## config.mk

```make
export PLATFORM = sky130hd
export DESIGN_NAME = i2c_master_register_access
export DESIGN_NICKNAME = d
export VERILOG_FILES = /design/src/sv/i2cm_pkg.sv /design/src/sv/i2c_master_register_access.sv
export SDC_FILE = /design/constraint.sdc
export NUM_CORES = 1
export LEC_CHECK = 0
export ABC_CLOCK_PERIOD_IN_PS = 13250
export BUFFER_PORTS_ARGS = -buffer_cell sky130_fd_sc_hd__buf_4
export CAP_MARGIN = 20
export CORE_MARGIN = 2
export CORE_UTILIZATION = 60
export CTS_CLUSTER_SIZE = 28
export DETAILED_ROUTE_END_ITERATION = 10
export GPL_TIMING_DRIVEN = 0
export PLACE_DENSITY = 0.86
export SLEW_MARGIN = 15
export SYNTH_ARGS = -nofsm -noshare
export SYNTH_HDL_FRONTEND = slang
export SYNTH_SLANG_ARGS = --single-unit
```

## constraint.sdc

```tcl
create_clock -name i_clk -period 13.25 [get_ports i_clk]
set_input_delay 2.65 -clock i_clk [delete_from_list [all_inputs] [get_ports i_clk]]
set_output_delay 2.65 -clock i_clk [all_outputs]
set_load 0.02 [all_outputs]
```

## src/sv/i2cm_pkg.sv

```systemverilog
// Shared types and constants for the I2C master register access block.
package i2cm_pkg;

    typedef enum logic [4:0] {
        S_IDLE = 5'd0,
        S_STA  = 5'd1,
        S_STB  = 5'd2,
        S_STC  = 5'd3,
        S_TXS  = 5'd4,
        S_TXH  = 5'd5,
        S_TXL  = 5'd6,
        S_TAS  = 5'd7,
        S_TAH  = 5'd8,
        S_TAL  = 5'd9,
        S_RXH  = 5'd10,
        S_RXL  = 5'd11,
        S_RAS  = 5'd12,
        S_RAH  = 5'd13,
        S_RAL  = 5'd14,
        S_SPA  = 5'd15,
        S_SPB  = 5'd16,
        S_SPC  = 5'd17
    } t_state;

    localparam logic [1:0]  ACT_TICK  = 2'd0;
    localparam logic [1:0]  ACT_WRITE = 2'd1;
    localparam logic [1:0]  ACT_READ  = 2'd2;

    localparam logic [1:0]  STAGE_DEV  = 2'd0;
    localparam logic [1:0]  STAGE_REG  = 2'd1;
    localparam logic [1:0]  STAGE_DATA = 2'd2;

    localparam logic [1:0]  STAT_OK = 2'd0;

    localparam logic [15:0] PHASE_TICKS_RESET = 16'd10;
    localparam logic        CFG_IDX_PHASE     = 1'b0;

    localparam logic [7:0]  RD_BIT   = 8'h01;
    localparam logic [3:0]  BITS_PER_BYTE = 4'd8;

    localparam int IN_W  = 40;
    localparam int OUT_W = 16;

endpackage

```

## src/sv/i2c_master_register_access.sv

```systemverilog
// I2C master register access: bus sequencer advanced by one input beat per tick.
// The result beat of an input beat is registered and presented in the cycle after acceptance.
// Throughput: one input beat per cycle unless m_axis_tready holds the output; the
// output register lets a new beat in while the previous result is taken in the same cycle.
// Reset (synchronous, active low): sequencer idle, counters and latches zero,
// phase_ticks back to 10, output register empty.
module i2c_master_register_access (
    input  logic                      i_clk,
    input  logic                      i_rst_n,
    input  logic                      s_axis_tvalid,
    output logic                      s_axis_tready,
    // action[1:0], dev_addr[9:2], reg_addr[17:10], write_data[25:18],
    // read_length[33:26], sda_in[34], zero fill[39:35]
    input  logic [i2cm_pkg::IN_W-1:0] s_axis_tdata,
    output logic                      m_axis_tvalid,
    input  logic                      m_axis_tready,
    // scl_out[0], sda_out[1], busy_res[2], done_res[3], status[5:4],
    // read_valid[6], read_data[14:7], zero fill[15]
    output logic [i2cm_pkg::OUT_W-1:0] m_axis_tdata,
    output logic                      m_axis_tlast,
    input  logic                      psel,
    input  logic                      penable,
    input  logic                      pwrite,
    input  logic [2:0]                paddr,
    input  logic [31:0]               pwdata,
    output logic [31:0]               prdata,
    output logic                      pready
);
    import i2cm_pkg::*;

    logic [15:0] r_phase_ticks;
    t_state      r_state,  n_state;
    logic [15:0] r_pc,     n_pc;
    logic [3:0]  r_bc,     n_bc;
    logic [7:0]  r_shift,  n_shift;
    logic [7:0]  r_bytes,  n_bytes;
    logic [7:0]  r_dev,    n_dev;
    logic [7:0]  r_reg,    n_reg;
    logic [7:0]  r_pay,    n_pay;
    logic [1:0]  r_status, n_status;
    logic [1:0]  r_stage,  n_stage;
    logic        r_reading, n_reading;

    logic              r_out_valid;
    logic [OUT_W-1:0]  r_out_data;
    logic              r_out_last;

    logic [1:0] w_action;
    logic       w_sda;
    logic       w_start;
    logic       w_fire;
    logic       w_cfg_wr;
    logic [15:0] w_len;

    t_state      c_state;
    logic [7:0]  c_shift;
    logic [7:0]  c_bytes;
    logic [1:0]  c_status;
    logic [1:0]  c_stage;
    logic        c_reading;
    logic [3:0]  c_bc;
    logic [15:0] c_pc;

    logic [1:0] w_drv;
    logic       w_busy, w_done, w_rvalid, w_rlast;
    logic [7:0] w_rdata;

    assign w_action = s_axis_tdata[1:0];
    assign w_sda    = s_axis_tdata[34];
    assign w_fire   = s_axis_tvalid & s_axis_tready;
    assign s_axis_tready = ~r_out_valid | m_axis_tready;

    assign pready   = 1'b1;
    assign w_cfg_wr = psel & penable & pwrite & (paddr[2] == CFG_IDX_PHASE);
    assign prdata   = (paddr[2] == CFG_IDX_PHASE) ? {16'd0, r_phase_ticks} : 32'd0;
    assign w_len    = (r_phase_ticks == 16'd0) ? 16'd1 : r_phase_ticks;

    assign w_start = (r_state == S_IDLE) && ((w_action == ACT_WRITE) || (w_action == ACT_READ));

    // latch a new command ahead of the tick
    always_comb begin
        c_state   = r_state;
        c_shift   = r_shift;
        c_bytes   = r_bytes;
        c_status  = r_status;
        c_stage   = r_stage;
        c_reading = r_reading;
        c_bc      = r_bc;
        c_pc      = r_pc;
        n_dev     = r_dev;
        n_reg     = r_reg;
        n_pay     = r_pay;
        if (w_start) begin
            n_dev     = s_axis_tdata[9:2];
            n_reg     = s_axis_tdata[17:10];
            n_pay     = s_axis_tdata[25:18];
            c_bytes   = s_axis_tdata[33:26];
            c_reading = (w_action == ACT_READ);
            c_status  = STAT_OK;
            c_shift   = s_axis_tdata[9:2];
            c_stage   = STAGE_DEV;
            c_bc      = 4'd0;
            c_pc      = 16'd0;
            c_state   = S_STA;
        end
    end

    // next state
    always_comb begin
        n_state   = c_state;
        n_pc      = c_pc;
        n_bc      = c_bc;
        n_shift   = c_shift;
        n_bytes   = c_bytes;
        n_status  = c_status;
        n_stage   = c_stage;
        n_reading = c_reading;
        w_done    = 1'b0;
        w_rvalid  = 1'b0;
        w_rdata   = 8'd0;
        w_rlast   = 1'b0;
        if (c_state != S_IDLE) begin
            if (({1'b0, c_pc} + 17'd1) < {1'b0, w_len}) begin
                n_pc = c_pc + 16'd1;
            end else begin
                n_pc    = 16'd0;
                n_state = t_state'(c_state + 5'd1);
                case (c_state)
                    S_STC: begin
                        n_bc    = 4'd0;
                        n_state = S_TXS;
                    end
                    S_TXL: begin
                        n_shift = {c_shift[6:0], 1'b0};
                        n_bc    = c_bc + 4'd1;
                        n_state = (n_bc >= BITS_PER_BYTE) ? S_TAS : S_TXS;
                    end
                    S_TAH: begin
                        if (!c_reading && w_sda && (c_status == STAT_OK)) begin
                            n_status = c_stage + 2'd1;
                        end
                    end
                    S_TAL: begin
                        n_bc = 4'd0;
                        if (!c_reading) begin
                            if ((c_status != STAT_OK) || (c_stage >= STAGE_DATA)) begin
                                n_state = S_SPA;
                            end else begin
                                n_stage = c_stage + 2'd1;
                                n_shift = (n_stage == STAGE_REG) ? r_reg : r_pay;
                                n_state = S_TXS;
                            end
                        end else if (c_stage == STAGE_DEV) begin
                            n_stage = STAGE_REG;
                            n_shift = r_reg;
                            n_state = S_TXS;
                        end else if (c_stage == STAGE_REG) begin
                            n_stage = STAGE_DATA;
                            n_shift = n_dev | RD_BIT;
                            n_state = S_STA;
                        end else begin
                            n_shift = 8'd0;
                            n_state = (c_bytes == 8'd0) ? S_SPA : S_RXH;
                        end
                    end
                    S_RXH: begin
                        n_shift = {c_shift[6:0], w_sda};
                        n_bc    = c_bc + 4'd1;
                        if (n_bc >= BITS_PER_BYTE) begin
                            w_rvalid = 1'b1;
                            w_rdata  = n_shift;
                            w_rlast  = (c_bytes == 8'd1);
                            n_bytes  = c_bytes - 8'd1;
                        end
                    end
                    S_RXL: begin
                        n_state = (c_bc >= BITS_PER_BYTE) ? S_RAS : S_RXH;
                    end
                    S_RAL: begin
                        n_bc    = 4'd0;
                        n_shift = 8'd0;
                        n_state = (c_bytes == 8'd0) ? S_SPA : S_RXH;
                    end
                    S_SPC: begin
                        w_done  = 1'b1;
                        n_state = S_IDLE;
                    end
                    default: begin
                    end
                endcase
            end
        end
    end

    // line drives, scl in bit 1, sda in bit 0
    always_comb begin
        w_busy = (c_state != S_IDLE);
        case (c_state)
            S_STA:        w_drv = 2'b11;
            S_STB:        w_drv = 2'b10;
            S_STC:        w_drv = 2'b00;
            S_TXS, S_TXL: w_drv = {1'b0, c_shift[7]};
            S_TXH:        w_drv = {1'b1, c_shift[7]};
            S_TAS, S_TAL, S_RXL: w_drv = 2'b01;
            S_TAH, S_RXH: w_drv = 2'b11;
            S_RAS, S_RAL: w_drv = {1'b0, c_bytes == 8'd0};
            S_RAH:        w_drv = {1'b1, c_bytes == 8'd0};
            S_SPA:        w_drv = 2'b00;
            S_SPB:        w_drv = 2'b10;
            default:      w_drv = 2'b11;
        endcase
    end

    always_ff @(posedge i_clk) begin
        if (!i_rst_n) begin
            r_phase_ticks <= PHASE_TICKS_RESET;
        end else if (w_cfg_wr) begin
            r_phase_ticks <= pwdata[15:0];
        end
    end

    always_ff @(posedge i_clk) begin
        if (!i_rst_n) begin
            r_state   <= S_IDLE;
            r_pc      <= 16'd0;
            r_bc      <= 4'd0;
            r_shift   <= 8'd0;
            r_bytes   <= 8'd0;
            r_dev     <= 8'd0;
            r_reg     <= 8'd0;
            r_pay     <= 8'd0;
            r_status  <= STAT_OK;
            r_stage   <= STAGE_DEV;
            r_reading <= 1'b0;
        end else if (w_fire) begin
            r_state   <= n_state;
            r_pc      <= n_pc;
            r_bc      <= n_bc;
            r_shift   <= n_shift;
            r_bytes   <= n_bytes;
            r_dev     <= n_dev;
            r_reg     <= n_reg;
            r_pay     <= n_pay;
            r_status  <= n_status;
            r_stage   <= n_stage;
            r_reading <= n_reading;
        end
    end

    always_ff @(posedge i_clk) begin
        if (!i_rst_n) begin
            r_out_valid <= 1'b0;
        end else if (w_fire) begin
            r_out_valid <= 1'b1;
        end else if (m_axis_tready) begin
            r_out_valid <= 1'b0;
        end
    end

    always_ff @(posedge i_clk) begin
        if (w_fire) begin
            r_out_data <= {1'b0, w_rdata, w_rvalid, n_status, w_done, w_busy,
                           w_drv[0], w_drv[1]};
            r_out_last <= w_rlast;
        end
    end

    assign m_axis_tvalid = r_out_valid;
    assign m_axis_tdata  = r_out_data;
    assign m_axis_tlast  = r_out_last;

endmodule

```

==> results of run 1 <==
worst max-delay path, stage by stage:
cell and delay (ns):
buf_4 0.07, inv_1 0.03, ha_1 0.30, or4_1 0.11
buf_2 0.18, or2_1 0.14, buf_6 0.15, clkbuf_1 0.45
clkbuf_1 0.48, and2_1 0.20, ha_1 0.17, and3_1 0.25
nand3_1 0.17, or3_1 0.34, a21oi_1 0.23, ha_1 0.31
and4_1 0.21, or3_1 0.35, a2111oi_1 0.69, a21oi_2 0.28
o211a_1 0.35, and4_1 0.20, or3_1 0.31
through the flow:
step / hold slack, ns / cells / setup slack [ns]
final: 0.461 / 1106 / 4.88
after global routing: 0.485 / 1106 / 4.61
after CTS: 0.461 / 1106 / 5.01
after detailed placement: 0.446 / 1090 / 4.65
after global placement: 0.442 / 1090 / 4.66
after floorplan: 0.431 / 864 / 5.60
layout by cell type (no fill, tap or decap), types with 4 or more instances in the layout:
cell type / instances
buf_4: 110
o2111ai_1: 4
conb_1: 18
ha_1: 24
inv_1: 30
buf_2: 8
buf_1: 4
and2_1: 5
xnor2_1: 6
xor2_1: 11
o21ai_0: 35
o211ai_1: 13
o31ai_1: 5
nand2_1: 150
edfxtp_1: 16
a31oi_1: 23
or3_1: 10
dfxtp_1: 86
a22o_1: 5
nor4_1: 10
nand3_1: 38
nand4_1: 4
nand2b_1: 13
nor3_1: 11
clkbuf_8: 9
and4_1: 6
a221oi_1: 7
clkbuf_1: 37
nor2_1: 78
a21oi_1: 87
mux2i_1: 19
and3_1: 9
final timing paths:
| kind | slack (ns) | end | cells past startpoint |
|---|---|---|---|
| hold / removal | 0.46 | r_dev[2] | 2 |
| hold reg to reg | 0.46 | r_dev[2] | 2 |
| setup reg to reg | 6.85 | r_bytes[5] | 21 |
| setup / recovery | 4.88 | r_bytes[5] | 23 |
metal layers:
| metal | GRT usage | vias up |
|---|---|---|
| met5 | 0 | - |
| met3 | 0.0605 | 66 |
| met4 | 0.136 | 0 |
| met1 | 0.450 | 3075 |
| met2 | 0.515 | 384 |
| li1 | - | 3220 |
cell families after synthesis:
family,Yosys count,share of synthesized area
buffers and inverters,101,0.0734
adders and majority gates,24,0.0467
AOI/OAI and AO/OA,224,0.222
DFF,102,0.343
and+or+nand+nor,357,0.258
muxes,21,0.0331
xor gates and xnor gates,17,0.0232
other,2,0.00117
power groups by stage:
stage / combinational [uW] / sequential [uW] / clock (uW)
2_1_floorplan: 112 / 348 / 0
3_3_place_gp: 171 / 347 / 0
3_5_place_dp: 173 / 347 / 0
4_1_cts: 174 / 340 / 188
5_1_grt: 193 / 342 / 201
6_report: 178 / 340 / 190
final cells by class:
type                    count  share of cell area
inverters                  31              0.0155
clock inverters             6             0.00600
well taps                 136              0.0227
repair buffers             90              0.0900
clock buffers              10              0.0170
multi-input cells         661               0.508
flip-flops and latches    102               0.293
plain buffers              70              0.0475
==> metrics.cfg, run 1 <==
[status]
outcome=complete, no violations

[clocking]
cts_resized=0
post_cts_buffers=0
numCtsBuffers=9
cts_tree=done
insertion_delay_ns=0.40
cts_root_buf=clkbuf_8
postCtsHoldBufs=0
clock-sinks=102
clockBufferDepth=2
cts.clk_slew.worst_paths_ns=0.10
h-tree-depth=3

[sta]
fmax_mhz=119
setup_tns_ns=0
finClkSkew_ns=0.00666
fin_crit_ns=8.37
setup_viol=0
period_share=0.632
rsz0062_at_grt=false
hold_violations=0
drv_slew=0
worst_slew_pin_slew_ns=0.850
relSlewSlack=0.432

[global_route]
grt_util_all_layers=0.330
grt_pass1_vias=6083
grt_max_degree=26
grt_pass1_wl_um=30300
antenna_found_initial=0
gr-total-overflow=0

[flow_run]
drv_cap=0

[detailed_routing]
wl_met2_um=8290
drt-met1-wl_um=8140
drt-total-wl_um=18800
routedWlPerCell_um=17.0
remaining_drc_errors=0
dr_wl_met3_um=1710
dr.pass1.iters=7
top_layer=met4
drtIter0Drc=610
antenna_left=0
viasPerCell=6.10
vias=6745

[logic_synthesis]
yosys-top-cells-area=dfxtp_1, nand2_1, edfxtp_1
synth_area_um2=6430
synth_commonest_cells=nand2_1, a21oi_1, dfxtp_1, nor2_1, nand3_1
seq_area_frac_synth=0.343
syn_inst=848
yosysTopAreaCell=dfxtp_1
synth-seq-cells=102
avgSynthCellArea_um2=7.58
synth_warnings=0
yosysMostFrequentCell=nand2_1
synth_edf_count=16
synth_top_area_share=0.268
synthFlopType=dfxtp_1
synth_cell_types=79
async_reset_ff_frac=0

[hold_path]
hp-class=register to register
min-delay-start=r_dev[2]

[worst_setup_path]
path_class=primary input to register
worstPathArrival_ns=8.65
cp_max_fo=10
cp-start-kind=primary input
r2r_start=r_state[1]
worstSetupEndpointType=register
startpoint=s_axis_tdata[0]
worstPathRequired_ns=13.53

[finish]
synthToLayoutAreaGrowth_pct=16.8
multiInputGateArea_um2=3810
seq_area_um2=2200
diodes=0
fillers=867
drive_gt1_frac=0.156
final_core_util=0.724
finalNetCount=1071
fin_area_um2=7510

[floorplanning]
ioPinCount=134
fp.coreArea_um2=10400
dieArea_um2=11600
die_h_um=108
initial_utilization=0.620
rows=37
die_w_um=108

[pwr]
power_uw=709
seqPwrFrac=0.480
combPwrFrac=0.251
ir_drop_uv=69.3
netSwitchingFraction=0.348
p_per_area_nw_per_um2=94.4
p_sw_uw=246
internal-power_uw=462
p_clk_frac=0.268
p_leak_uw=0.00295

[placement]
port-buffer-count=90
hpwlAfterDp_um=14000
placed_area_um2=7330
gp_congestion=1.00

(Power assumes the default switching activity.)
==> run 2, diff against run 1 <==
Settings changed: ABC_CLOCK_PERIOD_IN_PS 13250 to 8600, CORE_UTILIZATION 60 to 56, PLACE_DENSITY 0.86 to 0.81.
Clock period 13.25 ns to 8.6 ns, I/O delays scaled along.
==> metrics.cfg, run 2 (synthesis gave the netlist of run 1 again) <==
[status]
outcome=complete, no violations

[floorplanning]
die_h_um=111
ioPinCount=134
dieArea_um2=12400
die_w_um=111
fp.coreArea_um2=11300
initial_utilization=0.568
rows=39

[detailed_routing]
antenna_left=0
remaining_drc_errors=0
dr.pass1.iters=8
routedWlPerCell_um=17.0
viasPerCell=6.01
drtIter0Drc=633
vias=6683
drt-total-wl_um=18900

[clocking]
cts_tree=done
clock-sinks=102
postCtsHoldBufs=0
cts_root_buf=clkbuf_16
clockBufferDepth=2
cts.clk_slew.worst_paths_ns=0.07
insertion_delay_ns=0.36
h-tree-depth=3
cts_resized=0
numCtsBuffers=9
post_cts_buffers=0

[finish]
drive_gt1_frac=0.154
synthToLayoutAreaGrowth_pct=19.0
final_core_util=0.676
diodes=0
layout_commonest_cell=nand2_1
finalNetCount=1071
final_cell_mix=nand2_1, buf_4, a21oi_1

[worst_setup_path]
path_cells=buf_4, ha_1, or4_1, buf_2, or2_1, buf_6, clkbuf_1, clkbuf_1, and2_1, ha_1, and3_1, nand3_1, or3_1, a21oi_1, ha_1, and4_1, or3_1, a2111oi_1, a21oi_2, o21ai_4, buf_4, nor2_1, o31ai_1
worstSetupEndpointType=register
crit_family=compound AO/OA/AOI/OAI gates
reg2reg_depth=22
slowest_delay_ns=0.69
cp-start-kind=primary input
worstPathArrival_ns=7.96
path_buf_inv=6
cp_max_fo=10
cp_num_cells=23
r2r_slack_ns=1.96
path_class=primary input to register
worstPathRequired_ns=8.85
cpMaxStageDelayCell=a2111oi_1
cp_common_cell=ha_1

[global_route]
grt_max_degree=26
antenna_found_initial=0
grt_pass1_vias=6111
grt_util_all_layers=0.300
grt_pass1_wl_um=30200
gr-total-overflow=0

[placement]
port-buffer-count=90
hpwlAfterDp_um=14000
gp_congestion=0.976

[sta]
drv_slew=0
worst_slew_pin_slew_ns=0.853
relSlewSlack=0.430
fin_crit_ns=7.71
setup_viol=0
fmax_mhz=130
hold_ws_ns=0.456
rsz0062_at_grt=false
finClkSkew_ns=0.00817
period_share=0.897
hold_violations=0
setup_tns_ns=0

[pwr]
internal-power_uw=843
p_sw_uw=380
combPwrFrac=0.225
p_per_area_nw_per_um2=160
seqPwrFrac=0.429
p_leak_uw=0.00301
netSwitchingFraction=0.311
p_clk_frac=0.345
ir_drop_uv=180

[flow_run]
drv_cap=0

[hold_path]
hp-class=register to register
min_path_cells=2

-- run 2: changes by cell type in the layout (fill, tap and decap cells not counted), sizes merged --
| cell | previous run | this run |
|---|---|---|
| inv | 33 | 30 |
| clkinv | 4 | 2 |
| clkbuf | 47 | 51 |
-- run 2: metrics by stage --
stage	area [um^2]	power [uW]	setup slack, ns	cells
6_report	7650	1220	0.890	1112
4_1_cts	7650	1220	1.03	1112
2_1_floorplan	6490	709	1.88	864
5_1_grt	7650	1260	0.745	1112
3_5_place_dp	7340	802	0.670	1097
3_3_place_gp	7340	799	0.862	1097
-- run 2: routing by layer --
metal  part of all wire  routed length (um)  track usage  up-vias
li1                   -                   -            -     3227
met1               0.43                8080        0.398     3038
met2               0.45                8580        0.479      370
met3              0.093                1750       0.0683       48
met4              0.025                 464        0.110        0
met5                  0                   0            0        -
-- run 2: path summary, 6_finish.rpt --
kind                endpoint             from
setup / recovery  r_bytes[1]  s_axis_tdata[1]
hold / removal      r_dev[6]         r_dev[6]
setup reg to reg  r_bytes[1]       r_state[1]
hold reg to reg     r_dev[6]         r_dev[6]
-- run 2: layout make-up --
type	instances	area (um^2)
Multi-Input combinational cell	661	3810
Sequential cell	102	2200
Fill cell	1017	3670
Inverter	31	116
Clock buffer	14	297
Timing Repair Buffer	90	676
Tap cell	143	179
Clock inverter	1	8.76
Buffer	70	357
-- run 2: worst register-to-register path: stages (launching register included) --
cell       delay (ns)
dfxtp_1          0.30
buf_2            0.20
or2_2            0.14
clkbuf_1         0.32
or2_1            0.18
buf_6            0.15
clkbuf_1         0.48
clkbuf_1         0.49
and2_1           0.21
ha_1             0.18
and3_1           0.26
nand3_1          0.18
or3_1            0.34
a21oi_1          0.28
ha_1             0.33
and4_1           0.22
or3_1            0.34
a2111oi_1        0.69
a21oi_2          0.28
o21ai_4          0.33
buf_4            0.24
nor2_1           0.07
o31ai_1          0.31
-- run 2: power by group through the flow --
stage                     combinational, uW  clock, uW  sequential, uW
after floorplan                         173          0             536
after global placement                  265          0             534
after detailed placement                267          0             535
after CTS                               269        422             524
after global routing                    295        438             527
final                                   276        422             525
